## src/rtl/ufp_pkg.sv

```systemverilog
package ufp_pkg;

	localparam int unsigned BYTE_W    = 8;
	localparam int unsigned KIND_W    = 2;
	localparam int unsigned CFG_IDX_W = 1;
	localparam int unsigned MAX_RES   = 3;
	localparam int unsigned CNT_W     = 2;

	localparam logic [KIND_W-1:0] KIND_KEY  = 2'd0;
	localparam logic [KIND_W-1:0] KIND_VAL  = 2'd1;
	localparam logic [KIND_W-1:0] KIND_DONE = 2'd2;
	localparam logic [KIND_W-1:0] KIND_ERR  = 2'd3;

	localparam logic [CFG_IDX_W-1:0] CFG_SEPARATOR = 1'd0;
	localparam logic [CFG_IDX_W-1:0] CFG_DECODE    = 1'd1;

	localparam logic [BYTE_W-1:0] SEPARATOR_RST = 8'h26;
	localparam logic              DECODE_RST    = 1'b1;

	localparam logic [BYTE_W-1:0] CH_SPACE   = 8'h20;
	localparam logic [BYTE_W-1:0] CH_PERCENT = 8'h25;
	localparam logic [BYTE_W-1:0] CH_PLUS    = 8'h2B;
	localparam logic [BYTE_W-1:0] CH_EQUAL   = 8'h3D;

	typedef struct packed {
		logic              command;
		logic [BYTE_W-1:0] data_byte;
	} in_item_t;

	typedef struct packed {
		logic [KIND_W-1:0] kind;
		logic [BYTE_W-1:0] out_byte;
		logic              last;
	} out_item_t;

	typedef struct packed {
		logic [CNT_W-1:0]            count;
		out_item_t [MAX_RES-1:0]     res;
	} ufp_batch_t;

endpackage

```

## src/rtl/ufp_core.sv

```systemverilog
module ufp_core import ufp_pkg::*; (
	input  logic              clk,
	input  logic              arst_n,
	input  logic              in_valid,
	input  logic              in_ready,
	input  in_item_t          in_data,
	input  logic [BYTE_W-1:0] separator,
	input  logic              decode_en,
	output logic              push,
	output ufp_batch_t        batch
);

	typedef enum logic [2:0] {
		ST_KEY    = 3'd0,
		ST_KEY_E1 = 3'd1,
		ST_KEY_E2 = 3'd2,
		ST_VAL    = 3'd3,
		ST_VAL_E1 = 3'd4,
		ST_VAL_E2 = 3'd5,
		ST_ERR    = 3'd6
	} state_t;

	typedef struct packed {
		logic              emit;
		logic [KIND_W-1:0] kind;
		logic [BYTE_W-1:0] value;
		logic              set_st;
		state_t            st;
		logic              clr_khc;
	} plain_t;

	typedef struct packed {
		logic       ok;
		logic [3:0] v;
	} hex_t;

	function automatic hex_t hex_dec(input logic [BYTE_W-1:0] c);
		hex_t h;
		h.ok = 1'b1;
		h.v  = 4'd0;
		if (c >= 8'h30 && c <= 8'h39) begin
			h.v = c[3:0];
		end else if ((c >= 8'h61 && c <= 8'h66) || (c >= 8'h41 && c <= 8'h46)) begin
			h.v = c[3:0] + 4'd9;
		end else begin
			h.ok = 1'b0;
		end
		return h;
	endfunction

	function automatic plain_t plain_byte(input logic [BYTE_W-1:0] c, input logic in_value,
			input logic khc, input logic [BYTE_W-1:0] sep, input logic dec);
		plain_t p;
		p.emit    = 1'b0;
		p.kind    = in_value ? KIND_VAL : KIND_KEY;
		p.value   = c;
		p.set_st  = 1'b0;
		p.st      = ST_KEY;
		p.clr_khc = 1'b0;
		if (!in_value && c == CH_SPACE && !khc) begin
			p.emit = 1'b0;
		end else if (c == CH_PERCENT && dec) begin
			p.set_st = 1'b1;
			p.st     = in_value ? ST_VAL_E1 : ST_KEY_E1;
		end else if (c == CH_PLUS) begin
			p.emit  = 1'b1;
			p.value = CH_SPACE;
		end else if (c == sep) begin
			p.emit    = 1'b1;
			p.kind    = KIND_DONE;
			p.value   = '0;
			p.set_st  = 1'b1;
			p.st      = ST_KEY;
			p.clr_khc = 1'b1;
		end else if (!in_value && c == CH_EQUAL) begin
			p.set_st = 1'b1;
			p.st     = ST_VAL;
		end else begin
			p.emit = 1'b1;
		end
		return p;
	endfunction

	state_t            st_q, st_d;
	logic [3:0]        hn_q, hn_d;
	logic [BYTE_W-1:0] cand_q, cand_d;
	logic              khc_q, khc_d;

	logic              accept;
	logic              in_value;
	logic [KIND_W-1:0] bkind;
	state_t            base_st;
	hex_t              hx;
	plain_t            pb;
	logic              khc_arg;
	logic [BYTE_W-1:0] c;
	out_item_t [MAX_RES-1:0] res;
	logic [CNT_W-1:0]  n;
	logic [CNT_W-1:0]  last_idx;

	assign accept = in_valid && in_ready;
	assign c      = in_data.data_byte;

	always_comb begin
		in_value = (st_q == ST_VAL) || (st_q == ST_VAL_E1) || (st_q == ST_VAL_E2);
		bkind    = in_value ? KIND_VAL : KIND_KEY;
		base_st  = in_value ? ST_VAL : ST_KEY;
		hx       = hex_dec(c);
		khc_arg  = (st_q == ST_KEY_E2) ? 1'b1 : khc_q;
		pb       = plain_byte(c, in_value, khc_arg, separator, decode_en);

		st_d     = st_q;
		hn_d     = hn_q;
		cand_d   = cand_q;
		khc_d    = khc_q;
		res      = '0;
		n        = '0;
		last_idx = '0;

		if (in_data.command) begin
			res[0].kind = KIND_DONE;
			n = 2'd1;
			if (st_q != ST_ERR) begin
				st_d  = ST_KEY;
				khc_d = 1'b0;
			end
		end else if (st_q == ST_ERR) begin
			n = '0;
		end else if (c < CH_SPACE || c[BYTE_W-1]) begin
			st_d        = ST_ERR;
			res[0].kind = KIND_ERR;
			n = 2'd1;
		end else begin
			case (st_q)
				ST_KEY, ST_VAL: begin
					if (pb.emit) begin
						res[0].kind     = pb.kind;
						res[0].out_byte = pb.value;
						n = 2'd1;
						if (pb.kind == KIND_KEY) khc_d = 1'b1;
					end
					if (pb.set_st) st_d = pb.st;
					if (pb.clr_khc) khc_d = 1'b0;
				end
				ST_KEY_E1, ST_VAL_E1: begin
					if (hx.ok) begin
						hn_d   = hx.v;
						cand_d = c;
						st_d   = in_value ? ST_VAL_E2 : ST_KEY_E2;
					end else begin
						res[0].kind     = bkind;
						res[0].out_byte = CH_PERCENT;
						n = 2'd1;
						if (!in_value) khc_d = 1'b1;
						if (c != CH_PERCENT) begin
							res[1].kind     = bkind;
							res[1].out_byte = c;
							n    = 2'd2;
							st_d = base_st;
						end
					end
				end
				ST_KEY_E2, ST_VAL_E2: begin
					st_d = base_st;
					if (!in_value) khc_d = 1'b1;
					if (hx.ok) begin
						res[0].kind     = bkind;
						res[0].out_byte = {hn_q, hx.v};
						n      = 2'd1;
						cand_d = '0;
					end else begin
						res[0].kind     = bkind;
						res[0].out_byte = CH_PERCENT;
						res[1].kind     = bkind;
						res[1].out_byte = cand_q;
						n = 2'd2;
						if (pb.emit) begin
							res[2].kind     = pb.kind;
							res[2].out_byte = pb.value;
							n = 2'd3;
						end
						if (pb.set_st) st_d = pb.st;
						if (pb.clr_khc) khc_d = 1'b0;
					end
				end
				default: begin
					n = '0;
				end
			endcase
		end

		if (n != '0) begin
			last_idx = n - 2'd1;
			res[last_idx].last = 1'b1;
		end
	end

	assign push        = accept && (n != '0);
	assign batch.count = n;
	assign batch.res   = res;

	always_ff @(posedge clk or negedge arst_n) begin
		if (!arst_n) begin
			st_q   <= ST_KEY;
			hn_q   <= '0;
			cand_q <= '0;
			khc_q  <= 1'b0;
		end else if (accept) begin
			st_q   <= st_d;
			hn_q   <= hn_d;
			cand_q <= cand_d;
			khc_q  <= khc_d;
		end
	end

endmodule

```

## src/rtl/ufp_outbuf.sv

```systemverilog
module ufp_outbuf import ufp_pkg::*; (
	input  logic       clk,
	input  logic       arst_n,
	input  logic       push,
	input  ufp_batch_t batch,
	output logic       in_ready,
	output logic       out_valid,
	input  logic       out_ready,
	output out_item_t  out_data
);

	out_item_t [MAX_RES-1:0] res_q;
	logic [CNT_W-1:0]        cnt_q;
	logic [CNT_W-1:0]        ptr_q;
	logic                    take;

	assign out_valid = (cnt_q != '0);
	assign out_data  = res_q[ptr_q];
	assign take      = out_valid && out_ready;
	assign in_ready  = (cnt_q == '0) || ((cnt_q == 2'd1) && out_ready);

	always_ff @(posedge clk or negedge arst_n) begin
		if (!arst_n) begin
			cnt_q <= '0;
			ptr_q <= '0;
		end else if (push) begin
			cnt_q <= batch.count;
			ptr_q <= '0;
		end else if (take) begin
			cnt_q <= cnt_q - 2'd1;
			ptr_q <= ptr_q + 2'd1;
		end
	end

	always_ff @(posedge clk) begin
		if (push) begin
			res_q <= batch.res;
		end
	end

endmodule

```

## src/rtl/urlencoded_form_parser_top.sv

```systemverilog
// An input byte's first result is registered and offered in the cycle after the byte's beat.
// Throughput: one input beat per cycle while each byte yields at most one result and
// out_ready is high; a byte that yields several results (up to 3) holds the input until
// its last result is being taken, and a stalled output beat holds the input as well.
// Reset (arst_n low, asynchronous): parser returns to start of key, output buffer
// empties, separator resets to '&' and percent decoding is enabled.
module urlencoded_form_parser_top import ufp_pkg::*; (
	input  logic                 clk,
	input  logic                 arst_n,
	input  logic                 in_valid,
	output logic                 in_ready,
	input  in_item_t             in_data,
	output logic                 out_valid,
	input  logic                 out_ready,
	output out_item_t            out_data,
	input  logic                 cfg_valid,
	output logic                 cfg_ready,
	input  logic [CFG_IDX_W-1:0] cfg_index,
	input  logic [BYTE_W-1:0]    cfg_data
);

	logic [BYTE_W-1:0] separator_q;
	logic              decode_q;
	logic              push;
	ufp_batch_t        batch;

	assign cfg_ready = 1'b1;

	always_ff @(posedge clk or negedge arst_n) begin
		if (!arst_n) begin
			separator_q <= SEPARATOR_RST;
			decode_q    <= DECODE_RST;
		end else if (cfg_valid) begin
			case (cfg_index)
				CFG_SEPARATOR: separator_q <= cfg_data;
				CFG_DECODE:    decode_q    <= cfg_data[0];
				default: begin
					separator_q <= separator_q;
				end
			endcase
		end
	end

	ufp_core u_core (
		.clk       (clk),
		.arst_n    (arst_n),
		.in_valid  (in_valid),
		.in_ready  (in_ready),
		.in_data   (in_data),
		.separator (separator_q),
		.decode_en (decode_q),
		.push      (push),
		.batch     (batch)
	);

	ufp_outbuf u_outbuf (
		.clk       (clk),
		.arst_n    (arst_n),
		.push      (push),
		.batch     (batch),
		.in_ready  (in_ready),
		.out_valid (out_valid),
		.out_ready (out_ready),
		.out_data  (out_data)
	);

endmodule
```

## config.mk

```make
export PLATFORM = sky130hd
export DESIGN_NAME = urlencoded_form_parser_top
export DESIGN_NICKNAME = d
export VERILOG_FILES = /design/src/rtl/ufp_pkg.sv /design/src/rtl/ufp_core.sv /design/src/rtl/ufp_outbuf.sv /design/src/rtl/urlencoded_form_parser_top.sv
export SDC_FILE = /design/constraint.sdc
export NUM_CORES = 1
export LEC_CHECK = 0
export BUFFER_PORTS_ARGS = -buffer_cell sky130_fd_sc_hd__buf_2
export CORE_MARGIN = 2
export CORE_UTILIZATION = 30
export DETAILED_ROUTE_END_ITERATION = 7
export HOLD_SLACK_MARGIN = 0.08
export SYNTH_ARGS = -nofsm -noshare
export SYNTH_HDL_FRONTEND = slang
export SYNTH_SLANG_ARGS = --single-unit
```

## constraint.sdc

```tcl
create_clock -name clk -period 2.7 [get_ports clk]
set_clock_uncertainty 0.05 [all_clocks]
set_input_delay 0.54 -clock clk [delete_from_list [all_inputs] [get_ports clk]]
set_output_delay 0.54 -clock clk [all_outputs]
set_load 0.01 [all_outputs]
```

==> out/metrics.yaml, run 1 <==
outcome:
  status: "complete, no violations"
route:
  wl_met3_um: 528
  drc: 0
  drt_iter0_markers: 283
  wire_per_inst_um: 16.3
  routed.top_layer: "met4"
  drt-vias-per-instance: 5.04
  drtAntennaViolNets: 0
  route.met2.wl_um: 5010
  wl_met1_um: 4840
  vias: 3299
  first_pass_iters: 5
  routed_wl_um: 10700
worst_setup_path:
  r2r-start: "u_core.st_q[1]"
  crit_chain: "buf_2, inv_1, ha_1, or4b_1, or3_4, a21o_1, and2_4, and3_1, and3_1"
  cp-end-kind: "flip-flop"
  worst_path_dominant_cell_family: "simple AND/OR/NAND/NOR gates"
  worst_path_max_delay_cell: "or4b_1"
  critPathLaunchType: "primary input"
  cp_data_required_time_ns: 2.73
  r2r_slack_ns: 0.25
  crit_path_max_incr_delay_ns: 0.47
  criticalPathCategory: "in -> reg"
  crit_fanout: 4
  r2r_cells: 8
  crit_arrival_ns: 2.61
  path_common_cell: "and3_1"
  cp_num_buf_inv: 2
  reg2reg_to: "u_outbuf.res_q[2]"
clock_network:
  clkSinkCount: 61
  path_clk_slew_ns: 0.06
  clk_path_buf_depth: 2
  postCtsSetupBuffers: 0
  clock_insertion_delay_worst_skew_ns: 0.34
  cts_hold_buf: 0
  h-tree-depth: 3
  ctsRootBufferMaster: "clkbuf_16"
  numCtsBuffers: 9
  cts_tree: "yes"
die:
  ios: 37
  coreArea_um2: 12200
  initial_core_util_pct: 31.0
  num_rows: 40
  fp.dieW_um: 116
  die_area_um2: 13500
  die_y_um: 116
place:
  gp_congestion: 0.914
  port_buffers: 35
  hpwlAfterDp_um: 8090
  preCtsSetupSlack_ns: -0.365
  dp.cells: 638
timing:
  max_clock_freq_mhz: 388
  tightest_slew_ns: 0.739
  slew_violations: 0
  relSlewSlack_pct: 50.7
  hold_violations: 0
  rsz0062_at_grt: "false"
  setup_viol: 0
  min_period_ns: 2.58
  setup_slack_ns: 0.122
  fin_crit_sh_pct: 95.5
power_and_ir_drop:
  peakVddDrop_uv: 311
  power.density_nw_per_um2: 882
  p_total_uw: 4380
  power.static_leakage_uw: 0.00200
grt:
  grt.overflow.total: 0
  grt_pass1_wl_um: 17200
  grt_pass1_vias: 3322
  grt_usage_pct: 16.8
  grt_max_degree: 30
  antenna_found_initial: 0
logic_synthesis:
  synth-seq-area-share_pct: 44.8
  synth-async-reset-ratio_pct: 47.5
  synth_ff_type: "edfxtp_1"
  syn_area_um2: 3770
  synth-edff-count: 32
  ys_seq_elements: 61
  netlist_instances: 390
  synth_nets: 420
  ys_types: 63
  syn_avg_cell_area_um2: 9.68
  yosys_warnings: 0
finish:
  diodes: 0
  finalNonFillerCells: 655
  drive_gt1_share_pct: 33.1
  area_delta_synth_final_pct: 31.5
  finalNetCount: 512
min_path:
  worstHoldPathType: "in -> async"
flow_run:
  drv_cap: 0
==> cell families after synthesis <==
| kind of cell | share of synthesized area [%] |
|---|---|
| muxes | 6.50 |
| adders and majority gates | 2.32 |
| xor gates and xnor gates | 3.25 |
| other | 0.199 |
| buffers and inverters | 4.51 |
| AOI/OAI and AO/OA | 17.7 |
| and+or+nand+nor | 20.7 |
| DFF | 44.8 |
==> metal layers <==
metal | vias up | GRT usage [%]
met4 | 0 | 6.83
li1 | 1596 | -
met1 | 1597 | 21.9
met5 | - | 0
met3 | 20 | 3.63
met2 | 86 | 27.4
==> sequential cells by signal, summed over array words and instances, names as in the netlist <==
name / flops
separator_q: 8
decode_q: 1
u_outbuf.ptr_q: 2
u_core.khc_q: 1
u_core.hn_q: 4
u_outbuf.cnt_q: 2
u_core.st_q: 3
u_outbuf.res_q: 32
u_core.cand_q: 8
==> cells in the final DEF (no fill, tap or decap), drive strengths merged, types with 3 or more instances in the layout <==
master / netlist / layout
a31oi: 5 / 5
and3: 4 / 4
edfxtp: 32 / 32
o31ai: 4 / 4
xor2: 4 / 4
nor3b: 3 / 3
nor2: 28 / 28
nand2: 52 / 52
or3: 4 / 4
nand4: 5 / 5
mux2: 12 / 12
xnor2: 10 / 10
inv: 14 / 15
o21ai: 33 / 33
ha: 7 / 7
buf: 12 / 104
and2: 8 / 8
dfrtp: 25 / 25
nand3b: 4 / 4
clkbuf: 12 / 9
a21oi: 21 / 22
nand2b: 5 / 5
dfstp: 4 / 4
a21o: 4 / 4
a22oi: 10 / 10
nor3: 6 / 6
clkinv: 0 / 4
nor4: 3 / 3
or2: 4 / 4
nand3: 6 / 6
mux2i: 11 / 11
o211ai: 4 / 4
nor2b: 9 / 9
==> layout make-up <==
type                       instances  area (µm²)
tap                              168         210
inverter                          14        52.6
clock buffer                       9         225
multi-input combinational        292        2000
timing repair buffer             104         706
sequential                        61        1690
clock inverter                     7        73.8
fill                            1221        7200
==> worst reg2reg max path, stage by stage (launching register included) <==
cell	delay [ns]
dfrtp_1	0.45
nor2b_1	0.40
a2111oi_4	0.13
buf_4	0.18
nand2b_1	0.19
buf_4	0.18
nor3b_4	0.35
o21ai_0	0.15
a21oi_1	0.22
==> Yosys cell counts, types with 7 or more instances <==
cell type   n  area [µm²]
mux2_2     12         135
dfrtp_1    25         626
nand2_1    52         195
a22oi_1    10        75.1
inv_1      14        52.6
clkbuf_1   11        41.3
mux2i_1    11         110
nor2b_1     9        56.3
o21ai_0    32         160
a21oi_1    20         100
xnor2_1    10        87.6
ha_1        7        87.6
edfxtp_1   32         961
and2_1      7        43.8
nor2_1     28         105
==> report_power, final <==
group	total (µW)	leakage, µW	internal (µW)	switching, µW
logic	1850	0.00119	805	1050
clock network	1180	0.000146	717	461
registers	1350	0.000669	1220	126
==> how the worst max path moves through the flow <==
stage                from                  to  slack, ns  cells past startpoint
5_1_grt        in_data[1]      u_core.st_q[2]       0.03                     10
4_1_cts        in_data[1]   u_outbuf.res_q[9]      0.008                      8
3_3_place_gp   in_data[1]  u_outbuf.res_q[18]      -0.33                      8
3_5_place_dp   in_data[1]  u_outbuf.res_q[19]      -0.36                      8
2_1_floorplan  in_data[6]   u_outbuf.res_q[0]      -0.14                      7
6_report       in_data[1]  u_outbuf.res_q[28]       0.12                      9
==> metrics by stage <==
| step | area, µm² | hold WS (ns) | TNS [ns] | util (%) |
|---|---|---|---|---|
| final | 4960 | 0.220 | 0 | 40.8 |
| after global routing | 4960 | 0.282 | 0 | 40.8 |
| after CTS | 4940 | 0.247 | 0 | 40.6 |
| after detailed placement | 4630 | 0.421 | -16.81 | 38.1 |
| after global placement | 4630 | 0.411 | -14.70 | 38.1 |
| after floorplan | 3850 | 0.194 | -4.67 | - |
==> repair_timing <==
action | 4_1_cts | 5_1_grt
resized for setup | 0 | 4
gates cloned | 1 | 0
pin swaps | 1 | 0
setup endpoints to repair | 30 | 21
(Power assumes the default switching activity.)
==> run 2: changes to the inputs <==
CORE_UTILIZATION = 40   (was 30)
==> run 2 against run 1 <==
Compared with the run above: non-clock buffer count shrank 15; sequential share of layout area grew 2.1 points; register-to-register slack lost 0.03 ns; via count shrank 3.2%; final area shrank 5.9%; clock power shrank 22%; critical path depth shrank 2; largest cell class unchanged.
==> out/metrics.yaml, run 2 (synthesized netlist as in run 1, its figures left out) <==
grt:
  antenna_found_initial: 0
  grt_pass1_vias: 3094
  grt_max_degree: 30
  grt.overflow.total: 0
  grt_pass1_wl_um: 16000
  grt_usage_pct: 20.5
die:
  die_y_um: 101
  num_rows: 35
  coreArea_um2: 9200
  die_area_um2: 10200
  fp.dieW_um: 101
  ios: 37
  initial_core_util_pct: 41.0
min_path:
  worstHoldPathType: "in -> async"
worst_setup_path:
  r2r-start: "u_core.st_q[1]"
  worst_path_dominant_cell_family: "simple AND/OR/NAND/NOR gates"
  crit_fanout: 10
  criticalPathCategory: "reg -> reg"
  cp_data_required_time_ns: 2.83
  worst_path_max_delay_cell: "dfrtp_1"
  crit_path_max_incr_delay_ns: 0.52
  crit_arrival_ns: 2.60
  cp_num_buf_inv: 1
  crit_chain: "nor2b_1, a2111oi_4, nand2b_1, buf_4, nor3b_2, nand2_1, a31oi_1"
  r2r_slack_ns: 0.22
  r2r_cells: 7
  cp-end-kind: "flip-flop"
  reg2reg_to: "u_outbuf.res_q[1]"
  critPathLaunchType: "flip-flop"
clock_network:
  cts_tree: "yes"
  cts_hold_buf: 0
  clk_path_buf_depth: 2
  numCtsBuffers: 9
  clkSinkCount: 61
  path_clk_slew_ns: 0.07
  clock_insertion_delay_worst_skew_ns: 0.35
  h-tree-depth: 3
  ctsRootBufferMaster: "clkbuf_8"
timing:
  whs_ns: 0.178
  fin_crit_sh_pct: 91.8
  relSlewSlack_pct: 52.8
  hold_violations: 0
  max_clock_freq_mhz: 403
  slew_violations: 0
  rsz0062_at_grt: "false"
  setup_viol: 0
  min_period_ns: 2.48
  tightest_slew_ns: 0.708
  setup_slack_ns: 0.221
finish:
  finalNetCount: 496
  drive_gt1_share_pct: 30.6
  final_common_cell: "buf_4"
  fillers: 855
  largest-register: "u_outbuf.res_q"
  area_delta_synth_final_pct: 23.7
  reg.largest.list: "u_outbuf.res_q x32, separator_q x8, u_core.cand_q x8"
  final_area_um2: 4670
  layout_common_cells: "53 x buf_4, 52 x nand2_1, 35 x buf_2, 32 x edfxtp_1, 31 x o21ai_0"
  diodes: 0
  largest_reg_flops: 32
  finalNonFillerCells: 582
route:
  routed_wl_um: 9820
  drc: 0
  drt_iter0_markers: 298
  first_pass_iters: 4
  drt-vias-per-instance: 5.49
  wire_per_inst_um: 16.9
  drtAntennaViolNets: 0
  vias: 3194
power_and_ir_drop:
  p_total_uw: 3950
  switching_share_pct: 38.1
  power.share.sequential_pct: 34.5
  p_int_uw: 2450
  combPwrFrac_pct: 42.3
  power.static_leakage_uw: 0.00188
  power.density_nw_per_um2: 846
  peakVddDrop_uv: 304
  p_switching_uw: 1510
  clkPwrFrac_pct: 23.2
place:
  gp_congestion: 0.930
  port_buffers: 35
  placed_cell_area_um2: 4450
  preCtsSetupSlack_ns: -0.0982
  hpwlAfterDp_um: 7600
  dp.cells: 566
flow_run:
  drv_cap: 0
outcome:
  status: "complete, no violations"
## run 2: timing repair
action	4_1_cts	5_1_grt
setup endpoints to repair	0	9
setup buffers	0	0
gates resized for setup	0	1
## run 2: worst max path at each step
stage	start	to	cells past startpoint
after floorplan	in_data[6]	u_outbuf.res_q[0]	7
after global placement	in_data[1]	u_core.st_q[1]	11
after detailed placement	in_data[1]	u_core.khc_q	10
after CTS	u_core.st_q[1]	u_outbuf.res_q[26]	6
after global routing	in_data[0]	u_outbuf.res_q[26]	10
final	u_core.st_q[1]	u_outbuf.res_q[1]	7
## run 2: power groups by stage
stage	Combinational [µW]	Clock (µW)	Sequential (µW)
floorplan	1130	0	1320
global placement	1650	0	1370
detailed placement	1660	0	1390
CTS	1670	937	1370
global route	1840	973	1390
finish	1670	919	1360
## run 2: cell type report
class / count / area [µm²] / share of cell area, %
multi-input combinational: 291 / 1970 / 42.2
tap: 111 / 139 / 2.97
clock inverter: 7 / 97.6 / 2.09
clock buffer: 9 / 124 / 2.65
sequential: 61 / 1690 / 36.2
inverter: 14 / 52.6 / 1.13
timing repair buffer: 89 / 593 / 12.7
## run 2: routing by layer
layer | GRT usage, % | share of wire, %
met5 | 0 | 0
met2 | 33.6 | 47
met4 | 6.55 | 2.0
met3 | 5.04 | 4.3
met1 | 26.7 | 46
## run 2: metrics by stage
stage               setup TNS, ns  utilization (%)
floorplan                   -4.67                -
finish                          0             50.8
detailed placement          -1.71             48.3
CTS                             0             50.7
global placement            -1.02             48.3
global route                    0             50.8
==> run 3: changes to the inputs <==
CORE_UTILIZATION = 51   (was 40)
PLACE_DENSITY = 0.73   (was not set)
RECOVER_POWER = 50   (was not set)
==> run 3 against run 2 <==
Compared with the run above: the run now ends with capacitance limit, slew limit left; sequential share of layout area increased by 0.80 points; combinational power hardly changed; clock power about the same.
==> out/metrics.yaml, run 3 (synthesized netlist as in run 1, its figures left out) <==
die:
  die_area_um2: 8100
  ios: 37
  coreArea_um2: 7210
  die_y_um: 90.0
  fp.dieW_um: 90.0
  num_rows: 31
  initial_core_util_pct: 52.3
clock_network:
  cts_hold_buf: 0
  postCtsSetupBuffers: 0
  clkSinkCount: 61
  ctsRootBufferMaster: "clkbuf_8"
  cts_tree: "yes"
  clock_insertion_delay_worst_skew_ns: 0.34
  numCtsBuffers: 9
  cts-resized-gates: 0
  clk_path_buf_depth: 2
  path_clk_slew_ns: 0.07
  h-tree-depth: 3
min_path:
  worstHoldPathType: "in -> reg"
worst_setup_path:
  crit_fanout: 7
  cp_data_required_time_ns: 2.73
  critPathLaunchType: "primary input"
  crit_path_max_incr_delay_ns: 0.43
  r2r-start: "u_core.st_q[1]"
  criticalPathCategory: "in -> reg"
  endpoint: "u_outbuf.res_q[2]"
  startpoint: "in_data[1]"
  cp-end-kind: "flip-flop"
  reg2reg_to: "u_outbuf.res_q[2]"
  crit_chain: "clkbuf_1, inv_1, ha_1, or4b_1, or3_1, a31oi_1, buf_4, nor3b_2, o21ai_0, a21oi_1"
  crit_arrival_ns: 2.59
  r2r_slack_ns: 0.26
  r2r_cells: 7
  worst_path_max_delay_cell: "or4b_1"
finish:
  reg.largest.list: "u_outbuf.res_q x32, separator_q x8, u_core.cand_q x8"
  final_area_um2: 4570
  largest-register: "u_outbuf.res_q"
  largest_reg_flops: 32
  finish.utilization_pct: 63.3
  final_common_cell: "nand2_1"
  diodes: 0
  drive_gt1_share_pct: 26.2
  finalNetCount: 490
  area_delta_synth_final_pct: 21.1
  layout_common_cells: "52 x nand2_1, 43 x buf_4, 32 x edfxtp_1, 31 x o21ai_0, 27 x nor2_1"
route:
  drt_iter0_markers: 311
  drc: 0
  vias: 3229
  wire_per_inst_um: 16.9
  drtAntennaViolNets: 0
  routed_wl_um: 9520
  first_pass_iters: 6
  drt-vias-per-instance: 5.73
grt:
  grt_usage_pct: 24.7
  met1_usage_pct: 33.2
  grt_max_degree: 35
  grt_pass1_wl_um: 15800
  grt_pass1_vias: 3122
  grt_busiest_layer: "met2"
  grt.overflow.total: 0
  antenna_found_initial: 0
  use_met3_pct: 5.20
  met2_usage_pct: 40.0
outcome:
  status: "complete, but fails checks"
  violations: "capacitance limit, slew limit"
place:
  port_buffers: 35
  hpwlAfterDp_um: 7300
  placed_cell_area_um2: 4390
  gp_congestion: 0.961
  preCtsSetupSlack_ns: -0.193
timing:
  max_clock_freq_mhz: 391
  min_period_ns: 2.56
  fin_crit_sh_pct: 94.8
  rsz0062_at_grt: "false"
  setup_viol: 0
  relSlewSlack_pct: -12.7
  setup_slack_ns: 0.140
  slew_violations: 30
  hold_violations: 0
  setup_tns_ns: 0
  tightest_slew_ns: 1.69
  whs_ns: 0.383
power_and_ir_drop:
  power.density_nw_per_um2: 861
  power.static_leakage_uw: 0.00180
  peakVddDrop_uv: 353
flow_run:
  drv_cap: 1
-- run 3: cell count changes in the layout (fill, tap and decap cells not counted), sizes merged --
cell / delta
buf: -22
clkinv: -1
inv: +1
clkbuf: +16
-- run 3: how the worst min path moves through the flow --
stage	slack [ns]	cells past startpoint	start	to
4_1_cts	0.21	1	arst_n	u_core.khc_q
3_5_place_dp	0.42	2	u_core.hn_q[0]	u_core.hn_q[0]
6_report	0.38	2	cfg_data[3]	separator_q[3]
2_1_floorplan	0.19	0	arst_n	separator_q[0]
5_1_grt	0.38	2	cfg_data[2]	separator_q[2]
3_3_place_gp	0.41	2	u_core.cand_q[2]	u_core.cand_q[2]
-- run 3: per-stage QoR --
step	cells	total power [µW]
2_1_floorplan	390	2450
3_3_place_gp	548	3020
3_5_place_dp	548	3060
4_1_cts	564	3980
5_1_grt	564	4180
6_report	564	3930
-- run 3: cell type report --
type	instances	area, µm²
inverter	14	52.6
clock inverter	7	97.6
fill	636	2650
tap	99	124
sequential	61	1690
multi-input combinational	291	1960
clock buffer	9	124
timing repair buffer	83	519
-- run 3: worst max-delay path: cells and delay by family --
| kind | cells | cell delay (ns) |
|---|---|---|
| compound gates | 3 | 0.57 |
| fa+ha+maj | 1 | 0.22 |
| buf+inv | 3 | 0.40 |
| simple gates | 3 | 0.86 |
-- run 3: layer usage --
layer,up-vias,part of all wire (%)
met5,-,0
met4,0,3.1
met3,26,5.5
met2,122,47
met1,1533,44
li1,1548,-
-- run 3: report_power, final --
part / total, µW / switching (µW) / internal (µW)
Clock: 920 / 396 / 524
Combinational: 1660 / 991 / 670
Sequential: 1350 / 132 / 1220
